### config.mk
export PLATFORM = sky130hd
export DESIGN_NAME = capability_table_core
export DESIGN_NICKNAME = d
export VERILOG_FILES = /design/src/rtl/core/cptab_pkg.sv /design/src/rtl/core/cptab_mem.sv /design/src/rtl/core/cptab_cfg.sv /design/src/rtl/core/capability_table_core.sv
export SDC_FILE = /design/constraint.sdc
export NUM_CORES = 1
export LEC_CHECK = 0
export BUFFER_PORTS_ARGS = -buffer_cell sky130_fd_sc_hd__clkbuf_2
export CORE_ASPECT_RATIO = 1.25
export CORE_MARGIN = 10
export CORE_UTILIZATION = 63
export DETAILED_ROUTE_END_ITERATION = 7
export PLACE_DENSITY = 0.84
export REMOVE_ABC_BUFFERS = 1
export SLEW_MARGIN = 20
export SYNTH_ARGS = -nofsm -noshare
export SYNTH_HDL_FRONTEND = slang
export SYNTH_SLANG_ARGS = --single-unit
### constraint.sdc
create_clock -name clk -period 5.4 [get_ports clk]
set_clock_uncertainty 0.2 [all_clocks]
set_input_delay 0.27 -clock clk [delete_from_list [all_inputs] [get_ports clk]]
set_output_delay 0.27 -clock clk [all_outputs]
set_load 0.01 [all_outputs]
### src/rtl/core/cptab_pkg.sv
`default_nettype none
// ============================================================================
// cptab_pkg
// Shared types and constants of the capability table: entry layout, memory
// request, configuration bundle, operation and status codes.
// ============================================================================
package cptab_pkg;

    // table geometry
    localparam int MAX_ENTRIES = 16;
    localparam int IDX_W       = (MAX_ENTRIES > 1) ? $clog2(MAX_ENTRIES) : 1;
    localparam int CNT_W       = $clog2(MAX_ENTRIES + 1);

    // field widths
    localparam int FUNC_W    = 2;
    localparam int KIND_W    = 4;
    localparam int RES_W     = 64;
    localparam int HANDLE_W  = 8;
    localparam int RIGHTS_W  = 2;
    localparam int STATUS_W  = 2;
    localparam int CFG_IDX_W = 8;

    // operation codes
    localparam logic [FUNC_W-1:0] FUNC_GRANT  = 2'd0;
    localparam logic [FUNC_W-1:0] FUNC_REVOKE = 2'd1;
    localparam logic [FUNC_W-1:0] FUNC_CHECK  = 2'd2;

    // status codes
    localparam logic [STATUS_W-1:0] ST_OK      = 2'd0;
    localparam logic [STATUS_W-1:0] ST_INVALID = 2'd1;
    localparam logic [STATUS_W-1:0] ST_LIMIT   = 2'd2;

    // rights mask
    localparam int                    RIGHT_SEND_BIT = 0;
    localparam logic [RIGHTS_W-1:0]   RIGHTS_ALL     = 2'b11;

    // configuration register indexes and reset values
    localparam logic [CFG_IDX_W-1:0] REG_NAMESPACE_KIND = 8'd0;
    localparam logic [CFG_IDX_W-1:0] REG_ENDPOINT_KIND  = 8'd1;
    localparam logic [KIND_W-1:0]    NAMESPACE_KIND_RST = 4'd1;
    localparam logic [KIND_W-1:0]    ENDPOINT_KIND_RST  = 4'd2;

    // one table entry
    typedef struct packed {
        logic [KIND_W-1:0]   kind;
        logic [RES_W-1:0]    resource;
        logic [HANDLE_W-1:0] handle;
        logic [RIGHTS_W-1:0] rights;
    } entry_t;

    // request to the entry memory: one write and one read port
    typedef struct packed {
        logic             we;
        logic [IDX_W-1:0] waddr;
        entry_t           wdata;
        logic             re;
        logic [IDX_W-1:0] raddr;
    } mem_req_t;

    // configuration registers
    typedef struct packed {
        logic [KIND_W-1:0] namespace_kind;
        logic [KIND_W-1:0] endpoint_kind;
    } cfg_t;

endpackage : cptab_pkg
`default_nettype wire

### src/rtl/core/cptab_mem.sv
`default_nettype none
// ============================================================================
// cptab_mem
// Entry storage: one write port, one read port, read data registered.
// ============================================================================
module cptab_mem
    import cptab_pkg::*;
(
    input  logic     clk,
    input  mem_req_t req,
    output entry_t   rd_data
);

    entry_t mem_array [MAX_ENTRIES];
    entry_t rd_data_reg;

    // write port
    always_ff @(posedge clk)
    begin
        if (req.we)
        begin
            mem_array[req.waddr] <= req.wdata;
        end
    end

    // read port, read data registered
    always_ff @(posedge clk)
    begin
        if (req.re)
        begin
            rd_data_reg <= mem_array[req.raddr];
        end
    end

    assign rd_data = rd_data_reg;

endmodule : cptab_mem
`default_nettype wire

### src/rtl/core/cptab_cfg.sv
`default_nettype none
// ============================================================================
// cptab_cfg
// Configuration registers: namespace and endpoint kind codes.
// ============================================================================
module cptab_cfg
    import cptab_pkg::*;
(
    input  logic                 clk,
    input  logic                 rst_n,
    input  logic                 cfg_valid,
    output logic                 cfg_ready,
    input  logic [CFG_IDX_W-1:0] cfg_index,
    input  logic [KIND_W-1:0]    cfg_data,
    output cfg_t                 cfg
);

    cfg_t cfg_reg;
    cfg_t cfg_next;

    // always able to take a write
    assign cfg_ready = 1'b1;

    // register decode, unknown indexes are dropped
    always_comb
    begin
        cfg_next = cfg_reg;
        if (cfg_valid)
        begin
            unique case (cfg_index)
                REG_NAMESPACE_KIND: cfg_next.namespace_kind = cfg_data;
                REG_ENDPOINT_KIND:  cfg_next.endpoint_kind  = cfg_data;
                default:            cfg_next = cfg_reg;
            endcase
        end
    end

    always_ff @(posedge clk or negedge rst_n)
    begin
        if (!rst_n)
        begin
            cfg_reg.namespace_kind <= NAMESPACE_KIND_RST;
            cfg_reg.endpoint_kind  <= ENDPOINT_KIND_RST;
        end
        else
        begin
            cfg_reg <= cfg_next;
        end
    end

    assign cfg = cfg_reg;

endmodule : cptab_cfg
`default_nettype wire

### src/rtl/core/capability_table_core.sv
`default_nettype none
// Grant, func code three, revoke of handle zero: no walk, the result goes from
// execute to response state to the output register. Revoke, check: the walk
// streams live entries from the one read port, an entry per cycle; a check ends
// at its first hit. A new item is taken only when idle; one waiting result does
// not stall the input. Reset clears count and endpoint, loads config reset
// values; memory is not cleared, slots at or above the count are never read.
// ============================================================================
// capability_table_core
// Per-task capability table: grant appends, revoke removes and compacts,
// check looks for a namespace entry with send right.
// ============================================================================
module capability_table_core
    import cptab_pkg::*;
(
    input  logic                 clk,
    input  logic                 rst_n,
    // input items
    input  logic                 in_valid,
    output logic                 in_stall,
    input  logic [FUNC_W-1:0]    func,
    input  logic [KIND_W-1:0]    cap_kind,
    input  logic [RES_W-1:0]     resource_word,
    input  logic [HANDLE_W-1:0]  handle_in,
    // result items
    output logic                 out_valid,
    input  logic                 out_stall,
    output logic [STATUS_W-1:0]  status,
    output logic [HANDLE_W-1:0]  handle_out,
    output logic                 send_allowed,
    output logic [HANDLE_W-1:0]  endpoint_handle,
    // configuration writes
    input  logic                 cfg_valid,
    output logic                 cfg_ready,
    input  logic [CFG_IDX_W-1:0] cfg_index,
    input  logic [KIND_W-1:0]    cfg_data
);

    typedef enum logic [3:0] {
        S_IDLE = 4'b0001,
        S_EXEC = 4'b0010,
        S_WALK = 4'b0100,
        S_RESP = 4'b1000
    } state_t;

    state_t state_reg, state_next;

    cfg_t     cfg;
    mem_req_t mem_req;
    entry_t   rd_data;

    // latched item
    logic [FUNC_W-1:0]   func_reg;
    logic [KIND_W-1:0]   kind_reg;
    logic [RES_W-1:0]    res_reg;
    logic [HANDLE_W-1:0] hin_reg;

    // table state
    logic [CNT_W-1:0]    count_reg, count_next;
    logic [HANDLE_W-1:0] ep_reg, ep_next;

    // walk pointers
    logic [CNT_W-1:0]    rd_ptr_reg, rd_ptr_next;
    logic                rd_vld_reg, rd_vld_next;
    logic [IDX_W-1:0]    rd_idx_reg, rd_idx_next;
    logic                found_reg, found_next;

    // pending result
    logic [STATUS_W-1:0] rst_status_reg, rst_status_next;
    logic [HANDLE_W-1:0] rst_handle_reg, rst_handle_next;
    logic                rst_send_reg, rst_send_next;

    // output register
    logic                out_valid_reg, out_valid_next;
    logic [STATUS_W-1:0] status_reg;
    logic [HANDLE_W-1:0] handle_out_reg;
    logic                send_reg;
    logic [HANDLE_W-1:0] ep_out_reg;

    logic                out_free;
    logic                out_load;
    logic                issue;
    logic [HANDLE_W-1:0] grant_sum;
    logic [HANDLE_W-1:0] grant_handle;
    logic                grant_ok;

    cptab_cfg u_cfg (
        .clk       (clk),
        .rst_n     (rst_n),
        .cfg_valid (cfg_valid),
        .cfg_ready (cfg_ready),
        .cfg_index (cfg_index),
        .cfg_data  (cfg_data),
        .cfg       (cfg)
    );

    cptab_mem u_mem (
        .clk     (clk),
        .req     (mem_req),
        .rd_data (rd_data)
    );

    assign in_stall = (state_reg != S_IDLE);
    assign out_free = !out_valid_reg || !out_stall;
    assign out_load = (state_reg == S_RESP) && out_free;

    // handle for a grant into slot count, zero wraps to one
    assign grant_sum    = HANDLE_W'(count_reg) + HANDLE_W'(1);
    assign grant_handle = (grant_sum == '0) ? HANDLE_W'(1) : grant_sum;
    assign grant_ok     = (kind_reg != '0) && (count_reg < CNT_W'(MAX_ENTRIES));

    // next read of the walk, stops at the live count
    assign issue = (state_reg == S_WALK) && (rd_ptr_reg < count_reg);

    // control and memory access
    always_comb
    begin
        state_next      = state_reg;
        count_next      = count_reg;
        ep_next         = ep_reg;
        rd_ptr_next     = rd_ptr_reg;
        rd_vld_next     = 1'b0;
        rd_idx_next     = rd_idx_reg;
        found_next      = found_reg;
        rst_status_next = rst_status_reg;
        rst_handle_next = rst_handle_reg;
        rst_send_next   = rst_send_reg;

        mem_req.we             = 1'b0;
        mem_req.waddr          = count_reg[IDX_W-1:0];
        mem_req.wdata.kind     = kind_reg;
        mem_req.wdata.resource = res_reg;
        mem_req.wdata.handle   = grant_handle;
        mem_req.wdata.rights   = RIGHTS_ALL;
        mem_req.re             = issue;
        mem_req.raddr          = rd_ptr_reg[IDX_W-1:0];

        unique case (state_reg)
            S_IDLE:
            begin
                if (in_valid)
                begin
                    state_next = S_EXEC;
                end
            end

            S_EXEC:
            begin
                rst_status_next = ST_INVALID;
                rst_handle_next = '0;
                rst_send_next   = 1'b0;
                rd_ptr_next     = '0;
                found_next      = 1'b0;
                state_next      = S_RESP;
                case (func_reg)
                    FUNC_GRANT:
                    begin
                        if (grant_ok)
                        begin
                            mem_req.we      = 1'b1;
                            count_next      = count_reg + CNT_W'(1);
                            rst_status_next = ST_OK;
                            rst_handle_next = grant_handle;
                            if (kind_reg == cfg.endpoint_kind)
                            begin
                                ep_next = grant_handle;
                            end
                        end
                        else
                        begin
                            rst_status_next = ST_LIMIT;
                        end
                    end
                    FUNC_REVOKE:
                    begin
                        if (hin_reg != '0)
                        begin
                            state_next = S_WALK;
                        end
                    end
                    FUNC_CHECK:
                    begin
                        state_next = S_WALK;
                    end
                    default:
                    begin
                        rst_status_next = ST_INVALID;
                    end
                endcase
            end

            S_WALK:
            begin
                // stream reads, one entry per cycle
                if (issue)
                begin
                    rd_ptr_next = rd_ptr_reg + CNT_W'(1);
                    rd_vld_next = 1'b1;
                    rd_idx_next = rd_ptr_reg[IDX_W-1:0];
                end
                // look at the entry read last cycle
                if (rd_vld_reg)
                begin
                    if (found_reg)
                    begin
                        // compaction: entry moves down one slot
                        mem_req.we    = 1'b1;
                        mem_req.waddr = rd_idx_reg - IDX_W'(1);
                        mem_req.wdata = rd_data;
                    end
                    else if (func_reg == FUNC_REVOKE)
                    begin
                        if (rd_data.handle == hin_reg)
                        begin
                            found_next = 1'b1;
                        end
                    end
                    else if ((rd_data.handle == hin_reg) &&
                             (rd_data.kind == cfg.namespace_kind) &&
                             rd_data.rights[RIGHT_SEND_BIT])
                    begin
                        rst_status_next = ST_OK;
                        rst_send_next   = 1'b1;
                        state_next      = S_RESP;
                    end
                end
                // walk finished without an early hit
                if (!rd_vld_reg && !issue)
                begin
                    state_next = S_RESP;
                    if (func_reg == FUNC_CHECK)
                    begin
                        rst_status_next = ST_OK;
                    end
                    else if (found_reg)
                    begin
                        rst_status_next = ST_OK;
                        count_next      = count_reg - CNT_W'(1);
                        if (ep_reg == hin_reg)
                        begin
                            ep_next = '0;
                        end
                    end
                    else
                    begin
                        rst_status_next = ST_INVALID;
                    end
                end
            end

            S_RESP:
            begin
                if (out_free)
                begin
                    state_next = S_IDLE;
                end
            end

            default:
            begin
                state_next = S_IDLE;
            end
        endcase
    end

    // output register valid
    always_comb
    begin
        out_valid_next = out_valid_reg;
        if (out_load)
        begin
            out_valid_next = 1'b1;
        end
        else if (out_valid_reg && !out_stall)
        begin
            out_valid_next = 1'b0;
        end
    end

    // control state
    always_ff @(posedge clk or negedge rst_n)
    begin
        if (!rst_n)
        begin
            state_reg     <= S_IDLE;
            count_reg     <= '0;
            ep_reg        <= '0;
            rd_ptr_reg    <= '0;
            rd_vld_reg    <= 1'b0;
            found_reg     <= 1'b0;
            out_valid_reg <= 1'b0;
        end
        else
        begin
            state_reg     <= state_next;
            count_reg     <= count_next;
            ep_reg        <= ep_next;
            rd_ptr_reg    <= rd_ptr_next;
            rd_vld_reg    <= rd_vld_next;
            found_reg     <= found_next;
            out_valid_reg <= out_valid_next;
        end
    end

    // payload registers
    always_ff @(posedge clk)
    begin
        if (in_valid && !in_stall)
        begin
            func_reg <= func;
            kind_reg <= cap_kind;
            res_reg  <= resource_word;
            hin_reg  <= handle_in;
        end
        rd_idx_reg     <= rd_idx_next;
        rst_status_reg <= rst_status_next;
        rst_handle_reg <= rst_handle_next;
        rst_send_reg   <= rst_send_next;
        if (out_load)
        begin
            status_reg     <= rst_status_reg;
            handle_out_reg <= rst_handle_reg;
            send_reg       <= rst_send_reg;
            ep_out_reg     <= ep_reg;
        end
    end

    assign out_valid       = out_valid_reg;
    assign status          = status_reg;
    assign handle_out      = handle_out_reg;
    assign send_allowed    = send_reg;
    assign endpoint_handle = ep_out_reg;

    // live count never passes the table size
    a_count_bound: assert property (@(posedge clk) disable iff (!rst_n)
        count_reg <= CNT_W'(MAX_ENTRIES))
        else $error("entry count beyond table size");

    // compaction write never lands on the slot being read
    a_no_rw_clash: assert property (@(posedge clk) disable iff (!rst_n)
        !(mem_req.we && mem_req.re && (mem_req.waddr == mem_req.raddr)))
        else $error("memory read and write hit the same slot");

    // only a good grant returns a handle
    a_handle_ok: assert property (@(posedge clk) disable iff (!rst_n)
        (out_valid && (handle_out != '0)) |-> (status == ST_OK))
        else $error("handle returned with failing status");

    // the walk pointer of a revoke or check never passes the live count
    a_walk_count: assert property (@(posedge clk) disable iff (!rst_n)
        (state_reg == S_WALK) |-> (rd_ptr_reg <= count_reg))
        else $error("walk pointer past live count");

endmodule : capability_table_core
`default_nettype wire

-- Word-level counts from Yosys, hierarchy flattened
Memories as Yosys holds them, arrays and structs flattened. A register that Yosys moved wholly into a read port is not among the register bits.
Index checks and enable logic that the tools add are counted.
- register bits after elaboration: 145
- memory bits (writable): 1248
- bits of input ports: 95
- output and inout port bits: 22
- word-level logic and storage cells: 150
- memories: 1
- add/subtract/negate cells: 5
- magnitude comparators: 2
- equal/unequal tests: 30
- mux-type cells: 59
- reductions and logical operators: 32
- memory list (memory ; depth ; width ; rd ports ; clocked after memory_dff ; write ports ; line ; RTL):
    u_mem.mem_array ; 16 ; 78 ; 1 ; 1 ; 1 ; cptab_mem.sv:14 ; entry_t mem_array [MAX_ENTRIES];
- operators with widths (kind ; count):
    $mux 83 ; 2
    $mux 82 ; 1
    $mux 8 ; 7
    $mux 4 ; 8
    $mux 5 ; 6
    $ne 2x2->1 const B ; 10
    $pmux 5 s2 ; 2
    $mux 1 ; 17
    $eq 8x8->1 ; 2
    $logic_not 8->1 ; 2
    $mux 2 ; 8
    $pmux 4 s4 ; 1
    $pmux 8 s2 ; 1
    $reduce_and 2->1 ; 6
    $reduce_and 6->1 ; 2
    $add 5x1->5 const B ; 2
    $reduce_and 5->1 ; 2
    $ne 3x2->1 const B ; 3
    $eq 4x4->1 ; 2
    $eq 8x1->1 const B ; 1
    $logic_and 1x1->1 ; 8
    $ne 2x1->1 const B ; 4
    $pmux 4 s2 ; 1
    $reduce_and 8->1 ; 1
    other kinds (22) ; 29

-- Longest topological paths before layout
- depth after elaboration: 9
- gate-level depth with buffers: 10
- depth with buffers taken out: 9

-- Modules after synthesis
A second synthesis with hierarchy kept.
- cell total of the unflattened synthesis: 2600
- area, all modules: 55484.5 sq um
- modules (own cells, without submodules) (module ; instances ; cells each ; area an instance (sq um) ; seq. area each (sq um)):
    cptab_mem ; 1 ; 2004 ; 49043.3 ; 39818.2
    capability_table_core ; 1 ; 574 ; 6054.6 ; 3759.9
    cptab_cfg ; 1 ; 22 ; 386.6 ; 202.7

-- Worst setup path before layout
No wires, ideal clock.
- path kind: reg2reg
- start point: reg count_reg[2]
- end point: reg rd_ptr_reg[3]
- setup time: 0.142 ns
- data arrival time: 3.027 ns
- required time: 5.058 ns
- path slack: 2.032 ns
- stages on the path, launching flop included: 9
- path buffers: 1
- period minus slack after synthesis: 3.368 ns
- cell sequence: dfrtp_1 clkbuf_1 inv_1 ha_1 a21oi_1 o21ai_0 a211oi_1 nand4_1 mux2i_1
- longest elaborated chain between the ends: 4
- RTL lines (what ; line ; RTL):
    from (decl) ; capability_table_core.sv:59 ; logic [CNT_W-1:0] count_reg, count_next;
    from (signal assigned) ; capability_table_core.sv:296 ; count_reg <= count_next;
    $lt 5x5->1 ; capability_table_core.sv:113 ; assign issue = (state_reg == S_WALK) && (rd_ptr_reg < count_reg);
    $logic_and 1x1->1 ; capability_table_core.sv:113 ;
    net issue ; capability_table_core.sv:82 ; logic issue;
    $ne 2x2->1 (no line) ; n/a ;
    $reduce_and 2->1 (no line) ; n/a ;
    to (signal assigned) ; capability_table_core.sv:298 ; rd_ptr_reg <= rd_ptr_next;
    to (decl) ; capability_table_core.sv:63 ; logic [CNT_W-1:0] rd_ptr_reg, rd_ptr_next;
The timed path passes the listed nets, and every way through them passes these cells.
A chain may end at the register's enable or synchronous reset.

-- Final worst setup path
- start point: reg state_reg[3]
- end point: mem u_mem.mem_array[5][76] (netlist bit) (enable)
- longest elaborated chain between the ends: 4
- elaborated cells between the ends (all ways): 6
- classes of those cells: 2 x eq/ne; 4 x mux
- RTL lines (what ; line ; RTL):
    from (decl) ; capability_table_core.sv:46 ; state_t state_reg, state_next;
    from (signal assigned) ; capability_table_core.sv:295 ; state_reg <= state_next;
    $eq 4x3->1 or $eq 4x2->1 (tied branches) ; capability_table_core.sv:138 ; unique case (state_reg)
    $pmux 1 s2 ; capability_table_core.sv:138 ;
    $mux 1 ; cptab_mem.sv:20 ; if (req.we)
    $mux 1 (not written as such) ; cptab_mem.sv:22 ; mem_array[req.waddr] <= req.wdata;
    to (decl) ; cptab_mem.sv:14 ;
Parallel ways exist; a longest one is shown, timed or not.

==> out/results.tsv <==
stage	metric	value	unit
outcome	status	complete, no violations	
floorplan	total number of placement rows	56	
detailed_routing	total length of routed wires	28.4	mm
critical_path	CP cell instances	nand2b_1 -> or3_1 -> clkinv_2 -> nand3_1 -> nor2_1 -> a32oi_1 -> nor2_2	
critical_path	required time of the critical path	5.35	ns
logic_synthesis	xor and xnor fraction of the mapped netlist area	2.43	%
grt	initial antenna violation count	0	
detailed_routing	detail-routed net length per standard cell	29.3	um
logic_synthesis	Post-Synth Simple-Gate Area	4.81	%
logic_synthesis	number of synthesized flops with an enable pin	263	
timing	Final period util	77.0	%
detailed_routing	final routed DRC violation total	0	
critical_path	termination of the worst setup path	u_mem.mem_array[5][76]	
timing	worst slew slack as a fraction of its limit	25.4	%
logic_synthesis	count of synthesis-stage warnings from yosys	0	
critical_path	top fanout value on the critical path	18	
critical_path	worst setup slack for register-to-register paths	1.24	ns
grt	Total GRT Usage	23.0	%
critical_path	start point of the critical path	state_reg[3]	
floorplan	area inside the core boundary	18700	sq um
layout	n_diodes	0	
min_path	worst min path class	in -> reg	
clock_tree	TritonCTS sink count	294	
detailed_routing	Via density	6.81	
critical_path	Crit Reg-Reg Endpoint	u_mem.mem_array[5][76]	
timing	pins over their slew limit	0	
pwr	fraction of power consumed by sequential logic	52.4	%
clock_tree	CTS tree	done	
clock_tree	maximum root-to-sink buffer count	3	
timing	Tightest Pin Transition	1.12	ns
place	number of buffers added on ports	47	
logic_synthesis	Compound-Gate Fraction of Synth Area	3.06	%
pwr	Switching Share	24.2	%
detailed_routing	Starting DRT DRC Count	789	
pwr	leakage power of the design	4.83	nW
logic_synthesis	cells after synthesis	639	
critical_path	path type of the worst setup path	reg -> reg	
grt	first-pass GRT wire length	42.6	mm
clock_tree	clock insertion delay at the later pin of the skew report	0.55	ns
clock_tree	cell at the root of the clock tree	sky130_fd_sc_hd__clkbuf_16	
pwr	clock share of power	36.4	%
logic_synthesis	netlist area before placement	11900	sq um
detailed_routing	first-pass detailed-route iteration total	8	
pwr	PD cells	386	nW/um^2
critical_path	FF-to-FF Start	state_reg[3]	
logic_synthesis	Top FF cell, synth	sky130_fd_sc_hd__edfxtp_1	
clock_tree	number of buffers inserted by hold repair at cts	24	
layout	number of nets in the layout	828	
timing	Final TNS setup	0	ns
timing	Final Hold Viols	0	
layout	layout filler cell count	1000	
place	weighted congestion reported at the end of routability-driven placement	0.862	
timing	minimum period implied by the final worst setup slack	4.16	ns
logic_synthesis	adder and majority gate portion of the synthesized area	1.53	%
critical_path	critical path data arrival time	4.11	ns
detailed_routing	Antenna Violating Nets Remaining	0	
critical_path	slowest stage delay, CP	0.94	ns
timing	Setup violations, final	0	
logic_synthesis	register area share after synthesis	72.8	%
detailed_routing	total number of vias	6617	
critical_path	Worst Setup End Kind	register	
logic_synthesis	average cell area after synthesis	18.7	sq um
clock_tree	Max H-tree Level	1	
critical_path	slowest library cell on the worst path	sky130_fd_sc_hd__nor2_2	
pwr	overall power	5.24	mW
grt	largest net degree at the start of global routing	57	
floorplan	horizontal die dimension	143	um
floorplan	Total Die Area	24900	sq um
floorplan	I/O Pins	117	
clock_tree	Clock transition at path regs	0.07	ns
flow_run	max-capacitance violation count	0	
critical_path	Worst setup SP type	register	
logic_synthesis	post-synth cell types	55	
floorplan	die outline height	174	um
logic_synthesis	count of state elements after synthesis	294	
logic_synthesis	share of synthesized registers carrying an async set or reset	10.5	%
layout	layout cells sized above 1	27.1	%
pwr	worst vdd rail ir drop	257	uV
layout	area growth from synthesis to layout	13.9	%
clock_tree	number of post-CTS setup repair buffers	0	
place	estimated wirelength of the detail-placed design	15.6	mm
timing	Fmax achieved	240	MHz
pwr	Switch Pwr	1.27	mW
floorplan	initial standard-cell utilization of the core	63.7	%
timing	setup repair after global routing missed its margin	false	
critical_path	worst reg2reg path depth	7	
layout	flip-flop count of the largest register, all copies and words added	208	
clock_tree	post-CTS sizing	0	
grt	overflow left after global routing	0	
clock_tree	CTS buffer count	26	
logic_synthesis	main combinational cell family by area after synthesis	multiplexers	
logic_synthesis	multiplexer fraction of the synthesized cell area	13.6	%
pwr	Internal	3.98	mW
grt	vias in the first global route	7055	
pwr	combinational share of power	11.2	%
-- Yosys cell counts, types with 2 or more instances --
cell type | instances | area, sq um
sky130_fd_sc_hd__a21oi_1 | 11 | 55.1
sky130_fd_sc_hd__xor2_1 | 19 | 166
sky130_fd_sc_hd__ha_1 | 13 | 163
sky130_fd_sc_hd__nor3_1 | 6 | 30.0
sky130_fd_sc_hd__nor2_1 | 41 | 154
sky130_fd_sc_hd__a31oi_1 | 4 | 25.0
sky130_fd_sc_hd__mux2_2 | 8 | 90.1
sky130_fd_sc_hd__or4b_1 | 2 | 20.0
sky130_fd_sc_hd__mux4_2 | 65 | 1460
sky130_fd_sc_hd__nor4_1 | 7 | 43.8
sky130_fd_sc_hd__nand4_1 | 2 | 12.5
sky130_fd_sc_hd__nand3b_1 | 2 | 15.0
sky130_fd_sc_hd__nand2b_1 | 2 | 12.5
sky130_fd_sc_hd__edfxtp_1 | 263 | 7900
sky130_fd_sc_hd__a21o_1 | 4 | 30.0
sky130_fd_sc_hd__a211oi_1 | 2 | 15.0
sky130_fd_sc_hd__o32ai_1 | 4 | 35.0
sky130_fd_sc_hd__conb_1 | 2 | 7.51
sky130_fd_sc_hd__o41ai_1 | 2 | 17.5
sky130_fd_sc_hd__nand2_1 | 35 | 131
sky130_fd_sc_hd__and2_1 | 3 | 18.8
sky130_fd_sc_hd__xnor2_1 | 14 | 123
sky130_fd_sc_hd__dfstp_2 | 3 | 78.8
sky130_fd_sc_hd__dfrtp_1 | 28 | 701
sky130_fd_sc_hd__inv_1 | 17 | 63.8
sky130_fd_sc_hd__o21ai_0 | 7 | 35.0
sky130_fd_sc_hd__and3_1 | 2 | 12.5
sky130_fd_sc_hd__nand4b_1 | 2 | 17.5
sky130_fd_sc_hd__nor2b_1 | 2 | 12.5
sky130_fd_sc_hd__mux2i_1 | 5 | 50.1
sky130_fd_sc_hd__clkbuf_1 | 14 | 52.6
sky130_fd_sc_hd__nand3_1 | 8 | 40.0
sky130_fd_sc_hd__a32oi_1 | 5 | 43.8
sky130_fd_sc_hd__buf_1 | 4 | 15.0
sky130_fd_sc_hd__buf_4 | 5 | 37.5
sky130_fd_sc_hd__buf_2 | 7 | 35.0
-- cells in the final DEF (no fill, tap or decap), drive strengths merged, types with 4 or more instances in the layout --
cell type | netlist | routed
mux2i | 5 | 5
inv | 17 | 17
clkbuf | 14 | 81
edfxtp | 263 | 263
nor2 | 41 | 41
o21ai | 8 | 8
nor4 | 7 | 7
a21oi | 11 | 11
nor3 | 6 | 6
xnor2 | 14 | 14
o32ai | 4 | 4
conb | 2 | 6
a31oi | 4 | 4
dfrtp | 28 | 28
dlygate4sd3 | 0 | 24
ha | 13 | 13
a21o | 4 | 4
mux4 | 65 | 65
buf | 16 | 6
nand3 | 8 | 8
nand2 | 35 | 35
a32oi | 5 | 5
clkinv | 1 | 12
xor2 | 19 | 19
mux2 | 9 | 9
-- worst max-delay path: cells and delay by family, from the launching register on --
family	cells	cell delay (ns)
AO/OA/AOI/OAI	1	0.23
AND/OR/NAND/NOR	5	2.67
flip-flops	1	0.43
buffers and inverters	1	0.22
-- worst min path at each step --
| stage | slack, ns | start | depth (start not counted) | endpoint |
|---|---|---|---|---|
| final | 0.08 | cfg_valid | 4 | u_cfg.cfg[2] |
| after floorplan | -0.23 | rst_n | 0 | count_reg[0] |
| after global placement | 0.17 | rst_n | 1 | ep_reg[5] |
| after global routing | 0.08 | cfg_valid | 4 | u_cfg.cfg[0] |
| after CTS | 0.05 | cfg_valid | 4 | u_cfg.cfg[2] |
| after detailed placement | 0.20 | rst_n | 1 | ep_reg[4] |
-- kinds of logic after synthesis --
group           after synthesis
fa+ha+maj                    14
other cells                   2
simple gates                120
mux                          79
buf+inv                      48
compound gates               49
xor+xnor                     33
flops                       294
-- final cells by class --
class | count | area [sq um] | area share (%)
flip-flops and latches | 294 | 8680 | 64.0
clock inverters | 15 | 156 | 1.15
well taps | 232 | 290 | 2.14
multi-input cells | 301 | 3120 | 23.0
repair buffers | 78 | 528 | 3.89
clock buffers | 33 | 728 | 5.36
inverters | 18 | 68.8 | 0.507
-- stage by stage --
stage | area, sq um | hold WS [ns] | setup slack, ns | std cells | util (%)
4_1_cts | 13500 | 0.0544 | 1.33 | 970 | 72.4
6_report | 13600 | 0.0779 | 1.24 | 971 | 72.6
5_1_grt | 13600 | 0.0848 | 0.948 | 971 | 72.6
3_5_place_dp | 12400 | 0.195 | 1.43 | 898 | 66.4
3_3_place_gp | 12400 | 0.175 | 1.62 | 898 | 66.4
2_1_floorplan | 11800 | -0.226 | 1.26 | 613 | -
-- power groups by stage --
stage / sequential (mW) / combinational [mW] / clock [mW]
3_3_place_gp: 2.78 / 0.508 / 0
2_1_floorplan: 2.78 / 0.353 / 0
3_5_place_dp: 2.79 / 0.537 / 0
5_1_grt: 2.76 / 0.636 / 2.01
4_1_cts: 2.74 / 0.558 / 1.91
6_report: 2.75 / 0.588 / 1.91
-- routing by layer --
| metal | vias to the layer above | share of wire (%) | track usage (%) |
|---|---|---|---|
| met4 | 0 | 6.0 | 13.8 |
| li1 | 2686 | - | - |
| met3 | 133 | 8.0 | 4.39 |
| met2 | 423 | 52 | 38.6 |
| met1 | 3375 | 34 | 26.7 |
| met5 | - | 0 | 0 |
(Power assumes the default switching activity.)
